==> config.mk <==
export PLATFORM = sky130hd
export DESIGN_NAME = pnp_resource_descriptor_parser
export DESIGN_NICKNAME = d
export VERILOG_FILES = /design/src/rtl/pnp_rdp_pkg.sv /design/src/rtl/pnp_resource_descriptor_parser.sv
export SDC_FILE = /design/constraint.sdc
export NUM_CORES = 1
export LEC_CHECK = 0
export ABC_CLOCK_PERIOD_IN_PS = 10000
export BUFFER_PORTS_ARGS = -buffer_cell sky130_fd_sc_hd__buf_2
export CAP_MARGIN = 40
export CORE_UTILIZATION = 55
export CTS_BUF_LIST = sky130_fd_sc_hd__clkbuf_8
export CTS_CLUSTER_SIZE = 25
export DETAILED_ROUTE_END_ITERATION = 8
export GPL_ROUTABILITY_DRIVEN = 1
export PLACE_DENSITY_LB_ADDON = 0.2
export SYNTH_ARGS = -nofsm -noshare
export SYNTH_HDL_FRONTEND = slang
export SYNTH_SLANG_ARGS = --single-unit
==> constraint.sdc <==
create_clock -name clock -period 10 [get_ports clock]
set_clock_uncertainty 0.2 [all_clocks]
set_input_delay 2 -clock clock [delete_from_list [all_inputs] [get_ports clock]]
set_output_delay 2 -clock clock [all_outputs]
set_load 0.02 [all_outputs]
==> src/rtl/pnp_rdp_pkg.sv <==
// Shared types, constants and record decode for the resource descriptor parser.
// Used by rtl/pnp_resource_descriptor_parser.sv; no dependencies.
`default_nettype none

package pnp_rdp_pkg;

   localparam int CAPTURE_BYTES_DEF = 9;
   localparam int DECODE_BYTES      = 9;

   localparam logic [7:0] LETTER_BASE    = 8'h40;
   localparam logic [6:0] SMALL_END_NAME = 7'h0F;

   typedef enum logic [2:0] {
      PH_TAG,
      PH_LEN_LO,
      PH_LEN_HI,
      PH_BODY,
      PH_DONE
   } phase_type;

   typedef enum logic [4:0] {
      KIND_VERSION      = 5'd0,
      KIND_LOGICAL_ID   = 5'd1,
      KIND_COMPAT_ID    = 5'd2,
      KIND_IRQ          = 5'd3,
      KIND_DMA          = 5'd4,
      KIND_IO           = 5'd5,
      KIND_FIXED_IO     = 5'd6,
      KIND_VENDOR_SMALL = 5'd7,
      KIND_RSVD_SMALL   = 5'd8,
      KIND_END          = 5'd9,
      KIND_MEM24        = 5'd10,
      KIND_ANSI         = 5'd11,
      KIND_UNICODE      = 5'd12,
      KIND_VENDOR_LARGE = 5'd13,
      KIND_MEM32        = 5'd14,
      KIND_FIXED_MEM32  = 5'd15,
      KIND_RSVD_LARGE   = 5'd16
   } kind_type;

   typedef logic [7:0] body_type [DECODE_BYTES];

   typedef struct packed {
      kind_type    item_kind;
      logic [31:0] first_value;
      logic [31:0] second_value;
      logic [7:0]  io_alignment;
      logic [7:0]  io_range_length;
      logic        full_decode;
      logic [15:0] body_length;
   } record_type;

   function automatic logic [7:0] letter(input logic [4:0] code);
      return LETTER_BASE + {3'b000, code};
   endfunction

   function automatic record_type decode_record(input logic       is_large,
                                                input logic [6:0] name,
                                                input body_type   body,
                                                input logic [15:0] length);
      record_type  rec;
      logic [15:0] packed_id;
      logic [31:0] start;
      logic [31:0] size;
      rec             = '0;
      rec.body_length = length;
      packed_id       = {body[0], body[1]};
      start           = {body[4], body[3], body[2], body[1]};
      size            = {body[8], body[7], body[6], body[5]};
      if (!is_large) begin
         case (name[3:0])
            4'd1: begin
               rec.item_kind    = KIND_VERSION;
               rec.first_value  = {28'h0, body[0][7:4]};
               rec.second_value = {28'h0, body[0][3:0]};
            end
            4'd2, 4'd3: begin
               rec.item_kind    = (name[3:0] == 4'd2) ? KIND_LOGICAL_ID : KIND_COMPAT_ID;
               rec.first_value  = {8'h00, letter(packed_id[14:10]),
                                   letter(packed_id[9:5]), letter(packed_id[4:0])};
               rec.second_value = {16'h0, body[2], body[3]};
            end
            4'd4: begin
               rec.item_kind   = KIND_IRQ;
               rec.first_value = {16'h0, body[1], body[0]};
            end
            4'd5: begin
               rec.item_kind   = KIND_DMA;
               rec.first_value = {24'h0, body[0]};
            end
            4'd8: begin
               rec.item_kind       = KIND_IO;
               rec.full_decode     = body[0][0];
               rec.first_value     = {16'h0, body[2], body[1]};
               rec.second_value    = {16'h0, body[4], body[3]};
               rec.io_alignment    = body[5];
               rec.io_range_length = body[6];
            end
            4'd9:    rec.item_kind = KIND_FIXED_IO;
            4'd14:   rec.item_kind = KIND_VENDOR_SMALL;
            4'd15:   rec.item_kind = KIND_END;
            default: rec.item_kind = KIND_RSVD_SMALL;
         endcase
      end else begin
         case (name)
            7'd1: rec.item_kind = KIND_MEM24;
            7'd2: rec.item_kind = KIND_ANSI;
            7'd3: rec.item_kind = KIND_UNICODE;
            7'd4: rec.item_kind = KIND_VENDOR_LARGE;
            7'd5: rec.item_kind = KIND_MEM32;
            7'd6: begin
               rec.item_kind    = KIND_FIXED_MEM32;
               rec.first_value  = start;
               rec.second_value = start + size - 32'd1;
            end
            default: rec.item_kind = KIND_RSVD_LARGE;
         endcase
      end
      return rec;
   endfunction

endpackage

`default_nettype wire

==> src/rtl/pnp_resource_descriptor_parser.sv <==
// Resource descriptor parser top level: byte-wise tag/length parse, body capture, record out.
// Depends on pnp_rdp_pkg for phase and kind codes and the record decode.
// A record is registered and appears on rsp in the cycle after the byte that ends its item is accepted.
// Throughput: one byte per cycle unless a record waits on rsp with rsp_tready low; the parse
// state and record decode are combinational between the parse and output registers.
// Reset: synchronous, active high; parser waits for a tag byte, no record pending.
`default_nettype none

module pnp_resource_descriptor_parser
   import pnp_rdp_pkg::*;
#(
   parameter int CAPTURE_BYTES = CAPTURE_BYTES_DEF
) (
   input  wire logic         clock,
   input  wire logic         reset,
   input  wire logic         req_tvalid,
   output logic              req_tready,
   input  wire logic [7:0]   req_tdata,   // [7:0] data_byte
   input  wire logic         req_tuser,   // [0] first_byte
   output logic              rsp_tvalid,
   input  wire logic         rsp_tready,
   output logic [103:0]      rsp_tdata,   // [31:0] first_value, [63:32] second_value,
                                          // [71:64] io_alignment, [79:72] io_range_length,
                                          // [80] full_decode, [96:81] body_length, rest 0
   output logic [4:0]        rsp_tuser    // [4:0] item_kind
);

   localparam int POS_W = $clog2(CAPTURE_BYTES + 1);

   phase_type        phase_ff, phase_in, phase_cur;
   logic             large_ff, large_in;
   logic [6:0]       name_ff, name_in;
   logic [15:0]      left_ff, left_in;
   logic [15:0]      length_ff, length_in;
   logic [POS_W-1:0] pos_ff, pos_in;
   logic [7:0]       body_ff [CAPTURE_BYTES];
   logic             clear_body, write_body, emit;
   logic             req_fire;
   logic [7:0]       data_byte;
   body_type         body_view;
   record_type       record_in, record_ff;
   logic             rsp_valid_ff;

   assign data_byte  = req_tdata;
   assign req_tready = !rsp_valid_ff || rsp_tready;
   assign req_fire   = req_tvalid && req_tready;
   assign phase_cur  = req_tuser ? PH_TAG : phase_ff;

   always_comb begin
      phase_in   = phase_cur;
      large_in   = large_ff;
      name_in    = name_ff;
      left_in    = left_ff;
      length_in  = length_ff;
      pos_in     = pos_ff;
      clear_body = 1'b0;
      write_body = 1'b0;
      emit       = 1'b0;
      case (phase_cur)
         PH_TAG: begin
            clear_body = 1'b1;
            pos_in     = '0;
            if (data_byte[7]) begin
               large_in = 1'b1;
               name_in  = data_byte[6:0];
               phase_in = PH_LEN_LO;
            end else begin
               large_in  = 1'b0;
               name_in   = {3'b000, data_byte[6:3]};
               length_in = {13'h0, data_byte[2:0]};
               left_in   = {13'h0, data_byte[2:0]};
               if (data_byte[2:0] == 3'd0) begin
                  emit = 1'b1;
               end else begin
                  phase_in = PH_BODY;
               end
            end
         end
         PH_LEN_LO: begin
            length_in = {8'h00, data_byte};
            phase_in  = PH_LEN_HI;
         end
         PH_LEN_HI: begin
            length_in = {data_byte, length_ff[7:0]};
            left_in   = {data_byte, length_ff[7:0]};
            if (left_in == 16'h0) begin
               emit = 1'b1;
            end else begin
               phase_in = PH_BODY;
            end
         end
         PH_BODY: begin
            if (pos_ff < POS_W'(CAPTURE_BYTES)) begin
               write_body = 1'b1;
               pos_in     = pos_ff + POS_W'(1);
            end
            left_in = left_ff - 16'd1;
            if (left_in == 16'h0) begin
               emit = 1'b1;
            end
         end
         PH_DONE: begin
            phase_in = PH_DONE;
         end
         default: begin
            phase_in = PH_TAG;
         end
      endcase
      if (emit) begin
         phase_in = (!large_in && name_in == SMALL_END_NAME) ? PH_DONE : PH_TAG;
      end
   end

   always_comb begin
      for (int i = 0; i < DECODE_BYTES; i++) begin
         if (clear_body) begin
            body_view[i] = 8'h00;
         end else if (write_body && pos_ff == POS_W'(i)) begin
            body_view[i] = data_byte;
         end else begin
            body_view[i] = body_ff[i];
         end
      end
      record_in = decode_record(large_in, name_in, body_view, length_in);
   end

   always_ff @(posedge clock) begin
      if (reset) begin
         phase_ff  <= PH_TAG;
         large_ff  <= 1'b0;
         name_ff   <= '0;
         left_ff   <= '0;
         length_ff <= '0;
         pos_ff    <= '0;
      end else if (req_fire) begin
         phase_ff  <= phase_in;
         large_ff  <= large_in;
         name_ff   <= name_in;
         left_ff   <= left_in;
         length_ff <= length_in;
         pos_ff    <= pos_in;
      end
   end

   always_ff @(posedge clock) begin
      if (req_fire) begin
         for (int i = 0; i < CAPTURE_BYTES; i++) begin
            if (clear_body) begin
               body_ff[i] <= 8'h00;
            end else if (write_body && pos_ff == POS_W'(i)) begin
               body_ff[i] <= data_byte;
            end
         end
      end
   end

   always_ff @(posedge clock) begin
      if (reset) begin
         rsp_valid_ff <= 1'b0;
      end else if (req_fire && emit) begin
         rsp_valid_ff <= 1'b1;
      end else if (rsp_tready) begin
         rsp_valid_ff <= 1'b0;
      end
   end

   always_ff @(posedge clock) begin
      if (req_fire && emit) begin
         record_ff <= record_in;
      end
   end

   assign rsp_tvalid = rsp_valid_ff;
   assign rsp_tuser  = record_ff.item_kind;
   assign rsp_tdata  = {7'h00, record_ff.body_length, record_ff.full_decode,
                        record_ff.io_range_length, record_ff.io_alignment,
                        record_ff.second_value, record_ff.first_value};

endmodule

`default_nettype wire
# Word-level counts from Yosys, hierarchy flattened
# Memory sizes are Yosys's and may differ from the RTL's.
# Index checks and enable logic that the tools add are counted.
totals:
  regBits: 150
  ram_bits: 72
  input_bits: 13
  out_inout_bits: 111
  elab_cells: 190
  memories: 1
classes:
  addsub: 7
  order_cmp: 1
  eq_ne: 30
  n_mux: 100
  bitwise_logic: 10
  n_reduce_logical: 27
memory_table:
  columns: ["memory", "words", "word_bits", "read_ports", "rd_ports_with_merged_regs", "wr", "line", "source"]
  rows:
  - ["body_ff", 9, 8, 9, 0, 9, "pnp_resource_descriptor_parser.sv:36", "logic [7:0] body_ff [CAPTURE_BYTES];"]
ops:
  columns: ["operator", "count"]
  rows:
  - ["8-bit two-way mux", 27]
  - ["16-bit one-hot mux with 3 select lines", 3]
  - ["24-bit one-hot mux with 5 select lines", 1]
  - ["69-bit two-way mux", 1]
  - ["64-bit two-way mux", 1]
  - ["1-bit two-way mux", 50]
  - ["32-bit adder", 1]
  - ["16-bit logical NOT", 2]
  - ["16-bit two-way mux", 2]
  - ["4-bit one-hot mux with 8 select lines", 1]
  - ["32-bit by 1-bit subtractor with 32-bit output (second input constant)", 1]
  - ["5-bit one-hot mux with 6 select lines", 1]
  - ["7-bit by 5-bit adder with 8-bit output (first input constant)", 3]
  - ["4-bit by 3-bit == test with 1-bit output (second input constant)", 6]
  - ["7-bit by 3-bit == test with 1-bit output (second input constant)", 3]
  - ["4-bit == test (second input constant)", 5]
  - ["3-bit two-way mux", 6]
  - ["4-bit by 2-bit == test with 1-bit output (second input constant)", 4]
  - ["16-bit by 1-bit subtractor with 16-bit output (second input constant)", 1]
  - ["3-bit one-hot mux with 5 select lines", 1]
  - ["7-bit by 2-bit == test with 1-bit output (second input constant)", 2]
  - ["7-bit two-way mux", 2]
  - ["1-bit logical AND", 12]
  - ["1-bit OR", 9]
  - ["22 further kinds", 30]

# Depth between registers and ports, before layout
# Gate-level depths: netlist (run 1).
depth:
  ltp_word: 10
  depth_mapped: 21
  mapped_depth_nobuf: 18

# Worst setup path after synthesis (run 1)
# Ideal clock, no wire load.
synth_path:
  kind: "input port to flip-flop"
  from: "input port req_tuser"
  to: "register record_ff (netlist bit rsp_tdata[0]), enable pin"
  setup_ns: 0.564
  t_arrival_ns: 7.488
  required_ns: 9.236
  slack_ns: 1.748
  stages: 6
  n_path_buf: 2
  cell_sequence: "buf_2 nand4bb_1 buf_2 or4_1 o31a_1 nor2_1"
synth_between:
  elab_chain_cells: 4
  word_cells_on_any_way: 6
  cone_classes: "eq/ne: 2; mux: 2; reduce/logical: 2"
synth_lines:
  columns: ["element", "line", "source"]
  rows:
  - ["start, declared", "pnp_resource_descriptor_parser.sv:19", "input wire logic req_tuser,"]
  - ["3-bit two-way mux *", "pnp_resource_descriptor_parser.sv:47", "assign phase_cur = req_tuser ? PH_TAG : phase_ff;"]
  - ["3-bit by 2-bit == test with 1-bit output / 3-bit logical NOT (equally long branches)", "pnp_resource_descriptor_parser.sv:59", "case (phase_cur)"]
  - ["1-bit one-hot mux with 3 select lines *", "pnp_resource_descriptor_parser.sv:59", null]
  - ["1-bit logical AND *", "pnp_resource_descriptor_parser.sv:168", "if (req_fire && emit) begin"]
  - ["end signal, assigned", "pnp_resource_descriptor_parser.sv:169", "record_ff <= record_in;"]
  - ["end, declared", "pnp_resource_descriptor_parser.sv:41", "record_type record_in, record_ff;"]
# Mark *: on every way between the ends. The rest lies on a longest branch, timed or not.
# A chain may end at the register's enable or synchronous reset.

# Worst setup path after layout (run 1)
layout_path:
  from: "input port req_tuser"
  to: "register record_ff (netlist bit rsp_tdata[61]), data pin"
layout_between:
  elab_chain_cells: 10
  word_cells_on_any_way: 36
  cone_classes: "add/sub: 2; eq/ne: 2; mux: 23; reduce/logical: 9"
layout_lines:
  columns: ["element", "line", "source"]
  rows:
  - ["3-bit two-way mux *", "pnp_resource_descriptor_parser.sv:47", null]
  - ["3-bit by 2-bit == test with 1-bit output", "pnp_resource_descriptor_parser.sv:59", null]
  - ["1-bit two-way mux", "pnp_resource_descriptor_parser.sv:59", null]
  - ["1-bit logical AND", "pnp_resource_descriptor_parser.sv:118", "end else if (write_body && pos_ff == POS_W'(i)) begin"]
  - ["8-bit two-way mux", "pnp_resource_descriptor_parser.sv:118", null]
  - ["8-bit two-way mux", "pnp_resource_descriptor_parser.sv:116", "if (clear_body) begin"]
  - ["32-bit adder", "pnp_rdp_pkg.sv:114", "rec.second_value = start + size - 32'd1;"]
  - ["32-bit by 1-bit subtractor with 32-bit output", "pnp_rdp_pkg.sv:114", null]
  - ["64-bit two-way mux", "pnp_rdp_pkg.sv:105", "case (name)"]
  - ["69-bit two-way mux *", "pnp_rdp_pkg.sv:70", "if (!is_large) begin"]
# Marks and branches as above.

==> results of run 1 <==
==> cells in the mapped netlist, types with 6 or more instances <==
master	instances
inv_1	89
ha_1	67
or3_1	7
nand3_1	29
nand2_1	144
or2_2	6
o21ai_0	50
o21ai_1	9
o211ai_1	6
buf_4	9
edfxtp_1	174
nor3_1	40
o22a_1	6
nand4_1	10
nand2b_1	21
a31oi_1	6
mux2_2	33
mux2i_1	36
and2_1	65
clkbuf_1	57
nor2_1	135
dfxtp_1	48
a211oi_1	13
o22ai_1	31
a21oi_1	92
o21a_1	7
a221oi_1	6
buf_2	26
a21o_1	11
and3_1	9
a22oi_1	24
a22o_1	14
xor2_1	15
xnor2_1	19
==> flip-flops by register name, summed over array words and instances, names as in the netlist <==
name and flops:
rsp_tuser 5, large_ff 1, rsp_tvalid 1, rsp_tdata 97
pos_ff 4, phase_ff 3, body_ff 72, name_ff 7
left_ff 16, length_ff 16
==> power by group through the flow <==
stage	Combinational [mW]	Clock (mW)	Sequential, mW
floorplan	0.386	0	1.05
global placement	0.496	0	1.05
detailed placement	0.501	0	1.05
CTS	0.504	0.811	1.03
global route	0.563	0.845	1.04
finish	0.510	0.798	1.03
==> area by class of cell <==
| cell class | count | share of cell area [%] |
|---|---|---|
| clock buffers | 39 | 3.60 |
| clock inverters | 27 | 1.26 |
| inverters | 89 | 2.24 |
| multi-input cells | 1008 | 43.9 |
| flip-flops and latches | 222 | 41.5 |
| well taps | 324 | 2.72 |
| repair buffers | 131 | 4.86 |
==> path summary, 6_finish.rpt <==
check	startpoint	to	cells after the start
worst max register to register	phase_ff[0]	rsp_tdata[61]	18
worst min register to register	length_ff[12]	length_ff[12]	2
worst max-delay path	req_tuser	rsp_tdata[61]	18
worst min-delay path	length_ff[12]	length_ff[12]	2
==> through the flow <==
stage	hold WS (ns)	worst slack, ns	instances	total power, mW
after floorplan	0.236	1.75	1421	1.44
final	0.257	3.07	1840	2.34
after detailed placement	0.250	2.59	1774	1.55
after global placement	0.241	2.75	1771	1.55
after CTS	0.258	3.16	1840	2.35
after global routing	0.281	2.71	1840	2.44
==> per-layer routing <==
layer	part of all wire [%]	global-route usage, %	up-vias
li1	-	-	5198
met1	44	40.6	5187
met2	45	45.4	449
met3	7.6	4.99	77
met4	3.0	10.2	0
met5	0	0	-
==> logic make-up after synthesis <==
family | count (synthesis)
and+or+nand+nor | 509
AOI/OAI and AO/OA | 318
DFF | 222
buffers and inverters | 191
muxes | 72
adders and majority gates | 68
xor gates and xnor gates | 34
other | 1
==> tightest hold or removal path, delay by kind of cell, from the launching register on <==
kind	cells	cell delay, ns
compound gates	1	0.05
simple gates	1	0.05
flops	1	0.31
==> impl_results.md, run 1 <==
* Ordered cell list for the critical path: buf_2 -> nand4bb_1 -> nor3_2 -> nand2_1 -> mux2_2 -> nand2_1 -> ha_1 -> inv_1 -> ha_1 -> inv_1 -> fa_1 -> nor2b_1 -> o2111ai_1 -> a21boi_1 -> o31ai_1 -> a211oi_1 -> a21oi_1 -> mux2i_1
* Min cycle time layout at slightly below 7 ns
* Post-placement cell area at 14200 um^2
* Via count of the first global-routing pass at roughly 10000
* Net switching share of the total power at between 30% and 40%
* Antenna cells at 0
* Number of antenna violations at the first check in global routing at 0
* Number of buffers added to fix hold violations after cts at 0
* Clock buffer depth at 3
* Final hold violations at 0
* Most common cell after layout, fill and taps aside: edfxtp_1
* Crit end category: register
* Slew Limit Fails at 0
* Number of remaining DRC errors at 0
* Number of buffers inserted during clock tree synthesis at 37
* Worst hold-check path type: reg -> reg
* Standard cell core area at 24200 um^2
* DP Wirelength at 26200 um
* Fraction of the cycle the final worst path needs at between 60% and 70%
* Number of top-level design ports at between 100 and 150
* Storage element area at between 6000 and 7000 um^2
* Setup TNS at 0 ns
* Delay of the slowest cell on the worst path at roughly 0.7 ns
* Synth warnings at 0
* Power density cells at ~160 nW/um^2
* Area of combinational cells with multiple inputs at 6550 um^2
* Starting DRC count in detailed routing at 964
* # fillers at approximately 2000
* Buffer and inverter count on the worst path at 3
* Sum of overflow across all layers after global routing at 0
* Cell class contributing the biggest share of worst-path delay: simple AND/OR/NAND/NOR gates
* Largest fanout of any net on the critical path at 19
* Critical path arrival at ~7 ns
* Total vias in the final route at 10900
* Die width at 159 um
* Complex-gate fraction of the synthesized area at 15.2%
* Number of H-tree branching levels at 2
* Unique masters post-synth at between 70 and 80
* Remaining antenna violation count after routing at 0
* Final design utilization at between 60% and 70%
* Highest-delay cell along the critical path: nor3_2
* Top-area cell type share of the netlist area at just under 40%
* Wire length of the first global-routing pass at 57300 um
* Startpoint-to-endpoint class of the critical path: in -> reg
* Nets at between 1500 and 2000
* Starting density of the core at between 50% and 60%
* Area share of xor/xnor cells in the synthesized design at 2.20%
* Number of input and output port buffers inserted at 116
* Detailed-route wire length per cell at 20.1 um
* Post-synthesis mux area share at under 10%
* Worst ir drop on vdd at about 0.085 mV
* Wire length reported by the detailed router at between 30000 and 40000 um
* Synth Cell Area at about 14000 um^2
* Internal reg-to-reg setup slack at approximately 4.2 ns
* Sequential element share of the synthesized area at 45.8%
* Category of the worst setup path launch point: primary input
* Asr flop ratio synth at 0%
* Yosys reg bits at 222
* DIE AREA at 25200 um^2
* Largest net degree at the start of global routing at between 60 and 70
* Global Route Usage Sum at 29.0%
* Top library cells by usage in the layout, fill and taps aside: edfxtp_1, nand2_1, nor2_1, buf_2, inv_1
* Power share of the sequential group at about 44%
* Net switching component of the power at around 710 uW
* Slew margin rel. at roughly 42%
* Power share of the clock group at 34.1%
* Max-capacitance violation count at 0
* # resized after CTS at 0
* Cell type contributing the most total cell area after synthesis: edfxtp_1
* Upper clock frequency limit at roughly 0.14 GHz
* Leakage component of the power at about 6 nW
* Non-Filler Cell Area, Final at between 10000 and 15000 um^2
* Final setup vio count at 0
* Simple logic cell fraction of the synthesized area at around a fifth
* Clk pin slew, worst setup/hold paths at approximately 0.07 ns
* Largest family of logic cells by synthesized area: simple AND/OR/NAND/NOR gates
* Vias/cell at between 5 and 6
* Worst Tran Pin Value at slightly below 0.9 ns
* Largest cells by area after synthesis: edfxtp_1, dfxtp_1, ha_1
* Clock tree sinks at ~220
* Run status: complete, no violations
* Setup repair after global routing missed its margin: no
* Mean cell area of the mapped netlist at around 9.6 um^2
* Final Wtd Congestion at 0.926
* Most frequently used flop master after synthesis: edfxtp_1
* Post-CTS Setup Bufs at 0
* Vertical extent of the die at around 160 um
* Row Count at between 50 and 60
* Post-synthesis instance total at 1415
* Area share of fa/ha/maj cells after synthesis at 6.35%
* CP Data Required Time at 10.09 ns
* Iteration count of the initial detailed-routing pass at 5
* Worst-skew pair later-pin latency at about 0.54 ns
* Clock root buffer master: clkbuf_8
* P&R area growth vs syn at 10.4%
* Count of flip-flops with a built-in enable after synthesis at about 170
* Internal power at approximately 1.6 mW
* Clock tree from TritonCTS: yes
* Combinational power share at about 22%
* Fraction of final layout cells sized beyond drive strength 1 at between 10% and 20%
Note: power is estimated with default switching activity, not from simulation.
==> inputs of run 2 (changes only) <==
Settings changed: ABC_CLOCK_PERIOD_IN_PS 10000 to 6200.
Clock period 10 ns to 6.2 ns, I/O delays scaled along.
==> impl_results.md, run 2 (synthesis results as in run 1) <==
* Min cycle time layout at 5.16 ns
* Category of the worst setup path launch point: primary input (unchanged)
* Starting DRC count in detailed routing at 966 (was 964)
* # resized after CTS at 0 (unchanged)
* Upper clock frequency limit at 0.194 GHz
* Run status: complete, but fails checks (was complete, no violations)
* Wire length reported by the detailed router at 37300 um (was 36900 um)
* P&R area growth vs syn at 11.6% (was 10.4%)
* Largest fanout of any net on the critical path at 13 (was 19)
* Via count of the first global-routing pass at 10500 (was 10300)
* Fraction of the cycle the final worst path needs at 83.2%
* Clock tree from TritonCTS: yes (unchanged)
* Cell count of the worst hold path at 2 (unchanged)
* Combinational power share at 21.9% (was 21.8%)
* Number of remaining DRC errors at 2 (was 0)
* Iteration count of the initial detailed-routing pass at 7 (was 5)
* CP Data Required Time at 6.27 ns (was 10.09 ns)
* Number of antenna violations at the first check in global routing at 0 (unchanged)
* Standard cell core area at 24200 um^2 (unchanged)
* Logic depth of the worst path, buffers included at 19 (was 18)
* Clock root buffer master: clkbuf_8 (unchanged)
* Remaining antenna violation count after routing at 0 (unchanged)
* Startpoint-to-endpoint class of the critical path: in -> reg (unchanged)
* Power share of the clock group at 34.3% (was 34.1%)
* Flip-flop count of the largest register, all copies and words added at 97 (unchanged)
* Slew margin rel. at 42.3% (was 42.1%)
* Global Route Usage Sum at 29.5% (was 29.0%)
* Number of top-level design ports at 124 (unchanged)
* Number of buffers inserted during clock tree synthesis at 38 (was 37)
* Worst-skew pair later-pin latency at 0.55 ns (was 0.54 ns)
* Power density cells at 253 nW/um^2 (was 157 nW/um^2)
* Max-capacitance violation count at 0 (unchanged)
* Starting density of the core at 55.9% (unchanged)
* Failing checks: DRC
* Reg2reg path depth at 18 (unchanged)
* Worst Setup Slack, final at 1.04 ns (was 3.07 ns)
* Power share of the sequential group at 43.8% (was 44.1%)
* Top library cells by usage in the layout, fill and taps aside: edfxtp_1, nand2_1, nor2_1, buf_2, inv_1 (unchanged)
* Clk pin slew, worst setup/hold paths at 0.06 ns (was 0.07 ns)
* Vias/cell at 6.00 (was 5.93)
* Fraction of final layout cells sized beyond drive strength 1 at 17.2% (was 15.6%)
* Non-Filler Cell Area, Final at 15100 um^2 (was 14900 um^2)
* DIE AREA at 25200 um^2 (unchanged)
* Setup slack at placement at 0.637 ns (was 2.59 ns)
* Sum of overflow across all layers after global routing at 0 (unchanged)
* Total vias in the final route at 11200 (was 10900)
* DP Wirelength at 26800 um (was 26200 um)
* Most common cell after layout, fill and taps aside: edfxtp_1 (unchanged)
* Buffer and inverter count on the worst path at 4 (was 3)
* Largest net degree at the start of global routing at 64 (was 67)
* Highest-delay cell along the critical path: a211oi_1 (was nor3_2)
* Critical path arrival at 5.23 ns (was 7.01 ns)
* Crit end category: register (unchanged)
* Delay of the slowest cell on the worst path at 0.44 ns (was 0.71 ns)
* Nets at 1593 (was 1570)
* Final hold violations at 0 (unchanged)
* Detailed-route wire length per cell at 20.0 um (was 20.1 um)
* Number of buffers added to fix hold violations after cts at 0 (unchanged)
* Leakage component of the power at 6.04 nW (was 5.96 nW)
* Net switching component of the power at 1.17 mW (was 706 uW)
* Net switching share of the total power at 30.7% (was 30.1%)
* Worst hold-check path type: reg -> reg (unchanged)
* Clock tree sinks at 222 (unchanged)
* Die width at 159 um (unchanged)
* Final setup vio count at 0 (unchanged)
* Wire length of the first global-routing pass at 58500 um (was 57300 um)
* Fin Hold WS at 0.255 ns (was 0.257 ns)
* Slew Limit Fails at 0 (unchanged)
* Worst Tran Pin Value at 0.866 ns (was 0.869 ns)
* Setup repair after global routing missed its margin: no (unchanged)
* Number of input and output port buffers inserted at 116 (unchanged)
* Antenna cells at 0 (unchanged)
* Setup TNS at 0 ns (unchanged)
* Clock buffer depth at 3 (unchanged)
* Vertical extent of the die at 159 um (unchanged)
* Worst ir drop on vdd at 0.133 mV (was 0.0849 mV)
* Internal power at 2.65 mW (was 1.64 mW)
* Final Wtd Congestion at 0.962 (was 0.926)
* Ordered cell list for the critical path: buf_2 -> nand4bb_1 -> nor2_1 -> nand3_1 -> buf_4 -> mux2i_1 -> nand2b_1 -> ha_1 -> inv_1 -> ha_1 -> inv_1 -> fa_1 -> nor2b_1 -> o2111ai_1 -> a21boi_1 -> o31ai_1 -> a211oi_1 -> a21oi_1 -> mux2i_1 (was buf_2 -> nand4bb_1 -> nor3_2 -> nand2_1 -> mux2_2 -> nand2_1 -> ha_1 -> inv_1 -> ha_1 -> inv_1 -> fa_1 -> nor2b_1 -> o2111ai_1 -> a21boi_1 -> o31ai_1 -> a211oi_1 -> a21oi_1 -> mux2i_1)
* Row Count at 57 (unchanged)
* Post-placement cell area at 14300 um^2 (was 14200 um^2)
* Number of H-tree branching levels at 2 (unchanged)
* Cell class contributing the biggest share of worst-path delay: compound AO/OA/AOI/OAI gates (was simple AND/OR/NAND/NOR gates)
* Post-CTS Setup Bufs at 0 (unchanged)
[run 2: changes by cell type in the layout (fill, tap and decap cells not counted), sizes merged]
cell	change
clkbuf	-1
inv	-7
clkinvlp	+1
clkinv	+8
buf	+22
[run 2: power groups by stage]
stage          combinational, mW  clock (mW)  sequential, mW
2_1_floorplan              0.622           0            1.70
3_3_place_gp               0.808           0            1.70
3_5_place_dp               0.812           0            1.70
4_1_cts                    0.819        1.33            1.67
5_1_grt                    0.918        1.39            1.67
6_report                   0.837        1.31            1.67
[run 2: area by class of cell]
class	count	area [um^2]
clock buffers	38	523
clock inverters	29	211
repair buffers	153	871
flip-flops and latches	222	6190
well taps	324	405
fillers	2057	9100
multi-input cells	1008	6550
inverters	89	334
[run 2: metal layers]
layer  up-vias  GRT usage, %  wire [um]
li1       5266             -          -
met5         -             0          0
met1      5354          42.0      16900
met3        66          4.94       2890
met4         0          10.1        985
met2       483          45.5      16500
[run 2: path summary, 6_finish.rpt]
path,start,endpoint,slack [ns]
max,req_tuser,rsp_tdata[61],1.04
min reg2reg,length_ff[14],length_ff[14],0.25
min,length_ff[14],length_ff[14],0.25
max reg2reg,phase_ff[0],rsp_tdata[61],1.12
[run 2: tightest hold or removal path: stages, from the launching register on]
cell,delay [ns]
dfxtp_1,0.31
nand2_1,0.05
a21oi_1,0.05
[run 2: per-stage QoR]
step | utilization (%) | total power [mW] | cells
final | 62.4 | 3.82 | 1863
after global routing | 62.4 | 3.98 | 1863
after CTS | 62.4 | 3.82 | 1863
after detailed placement | 59.3 | 2.51 | 1796
after global placement | 59.2 | 2.51 | 1792
after floorplan | - | 2.32 | 1421
